===== config.mk =====
export PLATFORM = sky130hd
export DESIGN_NAME = touch_zone_action_debounce_flat
export DESIGN_NICKNAME = d
export VERILOG_FILES = /design/src/tzad_pkg.sv /design/src/tzad_if.sv /design/src/tzad_zone_hit.sv /design/src/tzad_action_core.sv /design/src/touch_zone_action_debounce.sv /design/src/flat_wrapper.sv
export SDC_FILE = /design/constraint.sdc
export NUM_CORES = 1
export LEC_CHECK = 0
export ABC_AREA = 1
export BUFFER_PORTS_ARGS = -buffer_cell sky130_fd_sc_hd__buf_2
export CAP_MARGIN = 15
export CORE_UTILIZATION = 55
export CTS_BUF_LIST = sky130_fd_sc_hd__clkbuf_8
export DETAILED_ROUTE_END_ITERATION = 16
export MAX_ROUTING_LAYER = met4
export PLACE_DENSITY = 0.79
export SYNTH_ARGS = -nofsm -noshare
export SYNTH_HDL_FRONTEND = slang
export SYNTH_HIERARCHICAL = 1
export SYNTH_SLANG_ARGS = --single-unit

===== constraint.sdc =====
create_clock -name i_clk -period 5 [get_ports i_clk]
set_clock_uncertainty 0.1 [all_clocks]
set_input_delay 1 -clock i_clk [delete_from_list [all_inputs] [get_ports i_clk]]
set_output_delay 1 -clock i_clk [all_outputs]
set_load 0.01 [all_outputs]

===== src/tzad_pkg.sv =====
// Shared constants, zone rectangles and types for the touch zone action debounce block.
package tzad_pkg;

    localparam int NUM_ZONES   = 5;
    localparam int RECT_COUNT  = 5;
    localparam int ZONE_RECTS  = (NUM_ZONES < RECT_COUNT) ? NUM_ZONES : RECT_COUNT;
    localparam int COORD_W     = 10;
    localparam int TIME_W      = 32;
    localparam int LOCK_W      = 16;
    localparam int MASK_W      = 5;

    localparam logic [LOCK_W-1:0] LOCKOUT_RESET = 16'd300;

    // Zone bounds as half-open ranges [lo, hi): clear, pause, save, load, reset
    localparam logic [COORD_W-1:0] ZONE_X_LO [RECT_COUNT] =
        '{10'd20, 10'd116, 10'd212, 10'd308, 10'd20};
    localparam logic [COORD_W-1:0] ZONE_X_HI [RECT_COUNT] =
        '{10'd106, 10'd202, 10'd298, 10'd394, 10'd140};
    localparam logic [COORD_W-1:0] ZONE_Y_LO [RECT_COUNT] =
        '{10'd18, 10'd18, 10'd18, 10'd18, 10'd68};
    localparam logic [COORD_W-1:0] ZONE_Y_HI [RECT_COUNT] =
        '{10'd58, 10'd58, 10'd58, 10'd58, 10'd104};

    typedef logic [NUM_ZONES-1:0] t_zone_mask;

    // Per-beat control from the input stage to the action core
    typedef struct packed {
        logic step;
        logic has_point;
        logic touched;
        logic frame_end;
    } t_step_ctl;

endpackage


===== src/tzad_if.sv =====
// Handshake channel interfaces: touch point input, action output, lockout write.
interface tzad_in_if import tzad_pkg::*; ();
    logic               valid;
    logic               ready;
    logic [COORD_W-1:0] x_coord;
    logic [COORD_W-1:0] y_coord;
    logic               has_point;
    logic               touched;
    logic               frame_end;
    logic [TIME_W-1:0]  now_ms;

    modport source (output valid, x_coord, y_coord, has_point, touched, frame_end, now_ms,
                    input ready);
    modport sink   (input valid, x_coord, y_coord, has_point, touched, frame_end, now_ms,
                    output ready);
endinterface

interface tzad_out_if import tzad_pkg::*; ();
    logic              valid;
    logic              ready;
    logic [MASK_W-1:0] action_mask;

    modport source (output valid, action_mask, input ready);
    modport sink   (input valid, action_mask, output ready);
endinterface

interface tzad_cfg_if import tzad_pkg::*; ();
    logic              valid;
    logic              ready;
    logic [LOCK_W-1:0] lockout_ms;

    modport source (output valid, lockout_ms, input ready);
    modport sink   (input valid, lockout_ms, output ready);
endinterface


===== src/tzad_zone_hit.sv =====
// Hit test of one touch point against every zone rectangle.
module tzad_zone_hit import tzad_pkg::*; (
    input  logic [COORD_W-1:0] i_x,
    input  logic [COORD_W-1:0] i_y,
    output t_zone_mask         o_hits
);

    // Compare the point against each rectangle in parallel
    for (genvar g = 0; g < NUM_ZONES; g++) begin : g_zone
        if (g < ZONE_RECTS) begin : g_rect
            assign o_hits[g] = (i_x >= ZONE_X_LO[g]) && (i_x < ZONE_X_HI[g]) &&
                               (i_y >= ZONE_Y_LO[g]) && (i_y < ZONE_Y_HI[g]);
        end else begin : g_none
            assign o_hits[g] = 1'b0;
        end
    end

endmodule


===== src/tzad_action_core.sv =====
// Frame hit gathering, edge detect and per-zone lockout with fire timestamps.
module tzad_action_core import tzad_pkg::*; (
    input  logic              i_clk,
    input  logic              i_rst_n,
    input  logic              i_cfg_we,
    input  logic [LOCK_W-1:0] i_cfg_lockout,
    input  t_step_ctl         i_ctl,
    input  t_zone_mask        i_hits,
    input  logic [TIME_W-1:0] i_now,
    output t_zone_mask        o_fire
);

    logic [LOCK_W-1:0] r_lockout;
    t_zone_mask        r_frame_hits;
    t_zone_mask        r_prev_pressed;
    logic [TIME_W-1:0] r_last_fire [NUM_ZONES];

    t_zone_mask        n_frame_hits;
    t_zone_mask        pressed;
    t_zone_mask        fire;

    // Merge this beat's point into the frame and form the pressed mask
    assign n_frame_hits = r_frame_hits | (i_ctl.has_point ? i_hits : '0);
    assign pressed      = i_ctl.touched ? n_frame_hits : '0;

    // Fire on a new press once the lockout window has elapsed
    for (genvar g = 0; g < NUM_ZONES; g++) begin : g_fire
        logic [TIME_W-1:0] elapsed;
        assign elapsed = i_now - r_last_fire[g];
        assign fire[g] = pressed[g] && !r_prev_pressed[g] &&
                         (elapsed >= {{(TIME_W-LOCK_W){1'b0}}, r_lockout});
    end

    assign o_fire = fire;

    // Hold the lockout setting
    always_ff @(posedge i_clk) begin
        if (!i_rst_n) begin
            r_lockout <= LOCKOUT_RESET;
        end else if (i_cfg_we) begin
            r_lockout <= i_cfg_lockout;
        end
    end

    // Advance frame state on each step
    always_ff @(posedge i_clk) begin
        if (!i_rst_n) begin
            r_frame_hits   <= '0;
            r_prev_pressed <= '0;
        end else if (i_ctl.step) begin
            if (i_ctl.frame_end) begin
                r_frame_hits   <= '0;
                r_prev_pressed <= pressed;
            end else begin
                r_frame_hits   <= n_frame_hits;
            end
        end
    end

    // Stamp the fire time of each zone that fires
    always_ff @(posedge i_clk) begin
        if (!i_rst_n) begin
            for (int k = 0; k < NUM_ZONES; k++) begin
                r_last_fire[k] <= '0;
            end
        end else if (i_ctl.step && i_ctl.frame_end) begin
            for (int k = 0; k < NUM_ZONES; k++) begin
                if (fire[k]) begin
                    r_last_fire[k] <= i_now;
                end
            end
        end
    end

    a_frame_clears: assert property (@(posedge i_clk) disable iff (!i_rst_n)
        i_ctl.step && i_ctl.frame_end |=> r_frame_hits == '0)
        else $error("frame hits not cleared after frame end");

    a_fire_is_edge: assert property (@(posedge i_clk) disable iff (!i_rst_n)
        i_ctl.step && i_ctl.frame_end |-> (fire & r_prev_pressed) == '0)
        else $error("action fired on a zone held from the previous frame");

    a_fire_stamps: assert property (@(posedge i_clk) disable iff (!i_rst_n)
        i_ctl.step && i_ctl.frame_end && fire[0] |=> r_last_fire[0] == $past(i_now))
        else $error("fire time not recorded for first zone");

endmodule


===== src/touch_zone_action_debounce.sv =====
// Top level: input stage, zone hit test, action core and result register.
//
//  channel  dir  beat payload                                          handshake
//  i_in     in   x_coord, y_coord, has_point, touched, frame_end, now_ms  valid/ready
//  o_out    out  action_mask                                           valid/ready
//  i_cfg    in   lockout_ms                                            valid/ready
//
// Each beat is held in the input register, where the zone test and action core
// work on it combinationally; one beat is taken every cycle unless a frame-end beat
// is stalled, and a frame-end beat loads the result register as it leaves the input register.
// Reset (i_rst_n low, synchronous) empties both registers, clears frame state and fire
// times, and sets lockout_ms to 300. The configuration channel is always ready.
// A result waiting in the output register stalls only a frame-end beat in the input
// register; beats without frame end keep flowing.
module touch_zone_action_debounce import tzad_pkg::*; (
    input  logic        i_clk,
    input  logic        i_rst_n,
    tzad_in_if.sink     i_in,
    tzad_out_if.source  o_out,
    tzad_cfg_if.sink    i_cfg
);

    logic               r_s1_valid;
    logic [COORD_W-1:0] r_s1_x;
    logic [COORD_W-1:0] r_s1_y;
    logic               r_s1_has_point;
    logic               r_s1_touched;
    logic               r_s1_frame_end;
    logic [TIME_W-1:0]  r_s1_now;

    logic               r_out_valid;
    t_zone_mask         r_out_mask;

    logic               out_free;
    logic               s1_go;
    logic               in_ready;
    t_zone_mask         hits;
    t_zone_mask         fire;
    t_step_ctl          ctl;

    // Let the input stage move unless a frame end would overwrite a waiting result
    assign out_free = !r_out_valid || o_out.ready;
    assign s1_go    = r_s1_valid && (!r_s1_frame_end || out_free);
    assign in_ready = !r_s1_valid || s1_go;

    assign i_in.ready  = in_ready;
    assign i_cfg.ready = 1'b1;

    // Hold the accepted beat in the input register
    always_ff @(posedge i_clk) begin
        if (!i_rst_n) begin
            r_s1_valid <= 1'b0;
        end else if (in_ready) begin
            r_s1_valid <= i_in.valid;
        end
    end

    always_ff @(posedge i_clk) begin
        if (i_in.valid && in_ready) begin
            r_s1_x         <= i_in.x_coord;
            r_s1_y         <= i_in.y_coord;
            r_s1_has_point <= i_in.has_point;
            r_s1_touched   <= i_in.touched;
            r_s1_frame_end <= i_in.frame_end;
            r_s1_now       <= i_in.now_ms;
        end
    end

    tzad_zone_hit u_zone_hit (
        .i_x    (r_s1_x),
        .i_y    (r_s1_y),
        .o_hits (hits)
    );

    assign ctl = '{step: s1_go, has_point: r_s1_has_point,
                   touched: r_s1_touched, frame_end: r_s1_frame_end};

    tzad_action_core u_core (
        .i_clk         (i_clk),
        .i_rst_n       (i_rst_n),
        .i_cfg_we      (i_cfg.valid),
        .i_cfg_lockout (i_cfg.lockout_ms),
        .i_ctl         (ctl),
        .i_hits        (hits),
        .i_now         (r_s1_now),
        .o_fire        (fire)
    );

    // Load the result on a frame end, drop it once taken
    always_ff @(posedge i_clk) begin
        if (!i_rst_n) begin
            r_out_valid <= 1'b0;
        end else if (s1_go && r_s1_frame_end) begin
            r_out_valid <= 1'b1;
        end else if (o_out.ready) begin
            r_out_valid <= 1'b0;
        end
    end

    always_ff @(posedge i_clk) begin
        if (s1_go && r_s1_frame_end) begin
            r_out_mask <= fire;
        end
    end

    assign o_out.valid       = r_out_valid;
    assign o_out.action_mask = MASK_W'(r_out_mask);

    a_result_from_frame_end: assert property (@(posedge i_clk) disable iff (!i_rst_n)
        $rose(r_out_valid) |-> $past(r_s1_frame_end) && $past(s1_go))
        else $error("result appeared without a frame end beat");

    a_no_overwrite: assert property (@(posedge i_clk) disable iff (!i_rst_n)
        r_out_valid && !o_out.ready |-> !(s1_go && r_s1_frame_end))
        else $error("waiting result overwritten");

endmodule


===== src/flat_wrapper.sv =====
// flat-port wrapper written by rule: the top's interface ports become plain ports
module touch_zone_action_debounce_flat import tzad_pkg::*;
  (i_clk, i_rst_n, i_in_valid, i_in_x_coord, i_in_y_coord, i_in_has_point, i_in_touched, i_in_frame_end, i_in_now_ms, i_in_ready, o_out_valid, o_out_action_mask, o_out_ready, i_cfg_valid, i_cfg_lockout_ms, i_cfg_ready);
  tzad_in_if i_in_i ();
  tzad_out_if o_out_i ();
  tzad_cfg_if i_cfg_i ();
  input  logic i_clk;
  input  logic i_rst_n;
  input wire logic [$bits(i_in_i.valid)-1:0] i_in_valid;
  input wire logic [$bits(i_in_i.x_coord)-1:0] i_in_x_coord;
  input wire logic [$bits(i_in_i.y_coord)-1:0] i_in_y_coord;
  input wire logic [$bits(i_in_i.has_point)-1:0] i_in_has_point;
  input wire logic [$bits(i_in_i.touched)-1:0] i_in_touched;
  input wire logic [$bits(i_in_i.frame_end)-1:0] i_in_frame_end;
  input wire logic [$bits(i_in_i.now_ms)-1:0] i_in_now_ms;
  output wire logic [$bits(i_in_i.ready)-1:0] i_in_ready;
  output wire logic [$bits(o_out_i.valid)-1:0] o_out_valid;
  output wire logic [$bits(o_out_i.action_mask)-1:0] o_out_action_mask;
  input wire logic [$bits(o_out_i.ready)-1:0] o_out_ready;
  input wire logic [$bits(i_cfg_i.valid)-1:0] i_cfg_valid;
  input wire logic [$bits(i_cfg_i.lockout_ms)-1:0] i_cfg_lockout_ms;
  output wire logic [$bits(i_cfg_i.ready)-1:0] i_cfg_ready;
  assign i_in_i.valid = i_in_valid;
  assign i_in_i.x_coord = i_in_x_coord;
  assign i_in_i.y_coord = i_in_y_coord;
  assign i_in_i.has_point = i_in_has_point;
  assign i_in_i.touched = i_in_touched;
  assign i_in_i.frame_end = i_in_frame_end;
  assign i_in_i.now_ms = i_in_now_ms;
  assign i_in_ready = i_in_i.ready;
  assign o_out_valid = o_out_i.valid;
  assign o_out_action_mask = o_out_i.action_mask;
  assign o_out_i.ready = o_out_ready;
  assign i_cfg_i.valid = i_cfg_valid;
  assign i_cfg_i.lockout_ms = i_cfg_lockout_ms;
  assign i_cfg_ready = i_cfg_i.ready;
  touch_zone_action_debounce u_core (.i_clk(i_clk), .i_rst_n(i_rst_n), .i_in(i_in_i), .o_out(o_out_i), .i_cfg(i_cfg_i));
endmodule

==> reports/results.tsv <==
metric	value	unit
dpl_worst_slack	371	ps
vias	21800	
grt_pass1_wl	105000	um
coreArea	40900	um2
cp_cell_sequence	ha_1 > nand2_1 > nor2_1 > nand2_1 > inv_1 > nand2_1 > nand2_1 > xor2_1 > ha_1 > a21oi_1 > nor2_1 > a211oi_1 > nand2_1 > nor2_1 > nand2_1 > nor2_1 > nand2_1 > nor2_1 > nand2_1 > nand3_1 > nand2_2 > nor2_8 > buf_12 > a21oi_1	
yosys_warnings	6	
overflow	0	
dpl.hpwl	55400	um
critPathKind	reg2reg	
worstReg2RegStart	u_core/r_s1_now[11]	
crit_path_start_kind	register	
post_drt_wl_per_cell	16.4	um
finalMaxSlewViolations	0	
clock.fmax	0.212	GHz
place_congestion	1.02	
drv_cap	0	
r2r_setup_slack	280	ps
cp.arrival	4860	ps
path_buf_inv	2	
vdd_ir_drop_max	0.302	mV
status	finished clean	
path_delay_family	simple AND/OR/NAND/NOR gates	
postCtsHoldBufs	0	
num_rows	74	
grt_max_degree	34	
setup_tns	0	ps
fin_cells	4118	
cts_max_path_buffers	3	
hold_viol_final	0	
netlist_instances	3424	
cp_common_cell	nand2_1	
ant_nets	0	
hp-start	u_core/u_core/r_prev_pressed[0]	
r2r_cells	24	
syn_avg_cell_area	6.69	um2
pin_count	84	
hold_depth	2	
cp_slowest_cell	edfxtp_1	
cts.clk_slew.worst_paths	60	ps
synth_area	22900	um2
worst_slack	280	ps
place_area	24000	um2
clk_latency	580	ps
dieArea	42500	um2
power.leakage	13.6	nW
end_kind	register	
grt_pass1_vias	20500	
track_usage	0.331	
p_per_area	249	nW/um2
fillers	3960	
fin_nets	3870	
relSlewSlack	0.528	
clkSinkCount	246	
avgViaCountPerCell	5.29	
io_buffers	80	
antenna_cells	0	
post-route-min-period	4720	ps
antenna_found_initial	0	
design_area	24900	um2
cts_root_buf	clkbuf_8	
drt_iter0_drc	1910	
final-setup-viol-count	0	
cts_tree	built	
reg2reg_to	u_core/u_core/r_last_fire[0][127]	
critPathRequiredTime	5140	ps
critPathMaxStageDelay	600	ps
fin_crit_sh	0.944	
place_inst	4040	
path_max_fanout	16	
syn_to_final_growth	8.82	%
holdWs	382	ps
finalWirelength	67300	um
drc	0	
hp-class	reg2reg	
power	6.20	mW
initial_utilization	0.560	
dieHeight	206	um
synth_fp_nets	3740	
drive_gt1_frac	0.0770	
htree_levels	2	
rsz0062_at_grt	false	
hold_end	u_core/u_core/r_prev_pressed[0]	
tightestPinTransition	706	ps
utilization	0.609	
cts_made_buffers	43	
dieWidth	206	um
first_pass_iters	6	
[worst max-delay path by stage]
stage | start | to | slack (ps) | depth (start not counted)
finish | u_core/r_s1_now[11] | u_core/u_core/r_last_fire[0][127] | 280 | 24
global route | u_core/r_s1_now[4] | u_core/u_core/r_last_fire[0][127] | 20 | 24
CTS | u_core/r_s1_now[2] | u_core/u_core/r_last_fire[0][127] | 280 | 24
detailed placement | u_core/r_s1_now[2] | u_core/u_core/r_last_fire[0][127] | 370 | 24
global placement | u_core/r_s1_now[2] | u_core/u_core/r_last_fire[0][159] | 440 | 24
floorplan | u_core/r_s1_now[0] | u_core/u_core/r_last_fire[0][64] | 840 | 25
[sequential cells by signal, summed over array words and instances (netlist names)]
register                      cells
u_core/r_s1_valid                 1
u_core/r_s1_touched               1
u_core/r_s1_has_point             1
u_core/r_s1_now                  32
u_core/u_core/r_lockout          16
u_core/o_out.action_mask          5
u_core/r_s1_y                     9
u_core/u_core/r_last_fire       160
u_core/u_core/r_prev_pressed      5
u_core/r_s1_frame_end             1
u_core/r_s1_x                     9
u_core/u_core/r_frame_hits        5
u_core/o_out.valid                1
[worst register-to-register path: cells and delay by family (launching register included)]
kind	cells	cell delay (ps)
AO/OA/AOI/OAI	3	540
XOR/XNOR	1	170
adder cells (fa/ha/maj)	2	720
buffers and inverters	2	290
flip-flops	1	600
AND/OR/NAND/NOR	16	1980
[where the power goes]
part	internal (mW)	leakage (nW)	switching (mW)	total, mW
Combinational	0.643	10.7	1.21	1.85
Clock	1.08	0.488	0.886	1.96
Sequential	2.31	2.46	0.0762	2.39
Total	4.03	13.6	2.17	6.20
[metal layers]
layer | vias up | global-route usage | wire (um)
met5 | - | - | 0
met4 | 0 | 0.145 | 3020
met3 | 170 | 0.0383 | 4570
met2 | 807 | 0.554 | 31700
met1 | 9878 | 0.403 | 28100
li1 | 10900 | - | -
[cell usage in the layout (no fill, tap or decap), types with 9 or more instances in the layout]
master and n:
inv_1 767, nor3_1 29, nand2_1 1178, nor2_2 25
and2_1 12, nand3_1 162, nor3_2 10, nand2_2 19
buf_2 80, xor2_1 70, nand3b_1 14, clkbuf_8 43
dfxtp_1 28, ha_1 234, a21oi_2 32, a211oi_1 9
nor2_1 275, o21ai_0 50, edfxtp_1 218, inv_2 16
buf_4 17, nand4_1 36, a21oi_1 164, o21bai_1 9
[repair_timing]
| action | in CTS | in global routing |
|---|---|---|
| resized for setup | 0 | 2 |
| setup buffers | 0 | 1 |
| endpoints found under the setup margin | 0 | 29 |
[final cells by class]
cell class                      count  area [um2]  share of cell area
Multi-Input combinational cell   2388       12800               0.512
Sequential cell                   246        7110               0.285
Inverter                          775        2910               0.117
Tap cell                          532         666              0.0267
Clock buffer                       43         592              0.0237
Timing Repair Buffer              100         588              0.0236
Clock inverter                     34         297              0.0119
No activity file was read; power rests on OpenSTA's default activity.
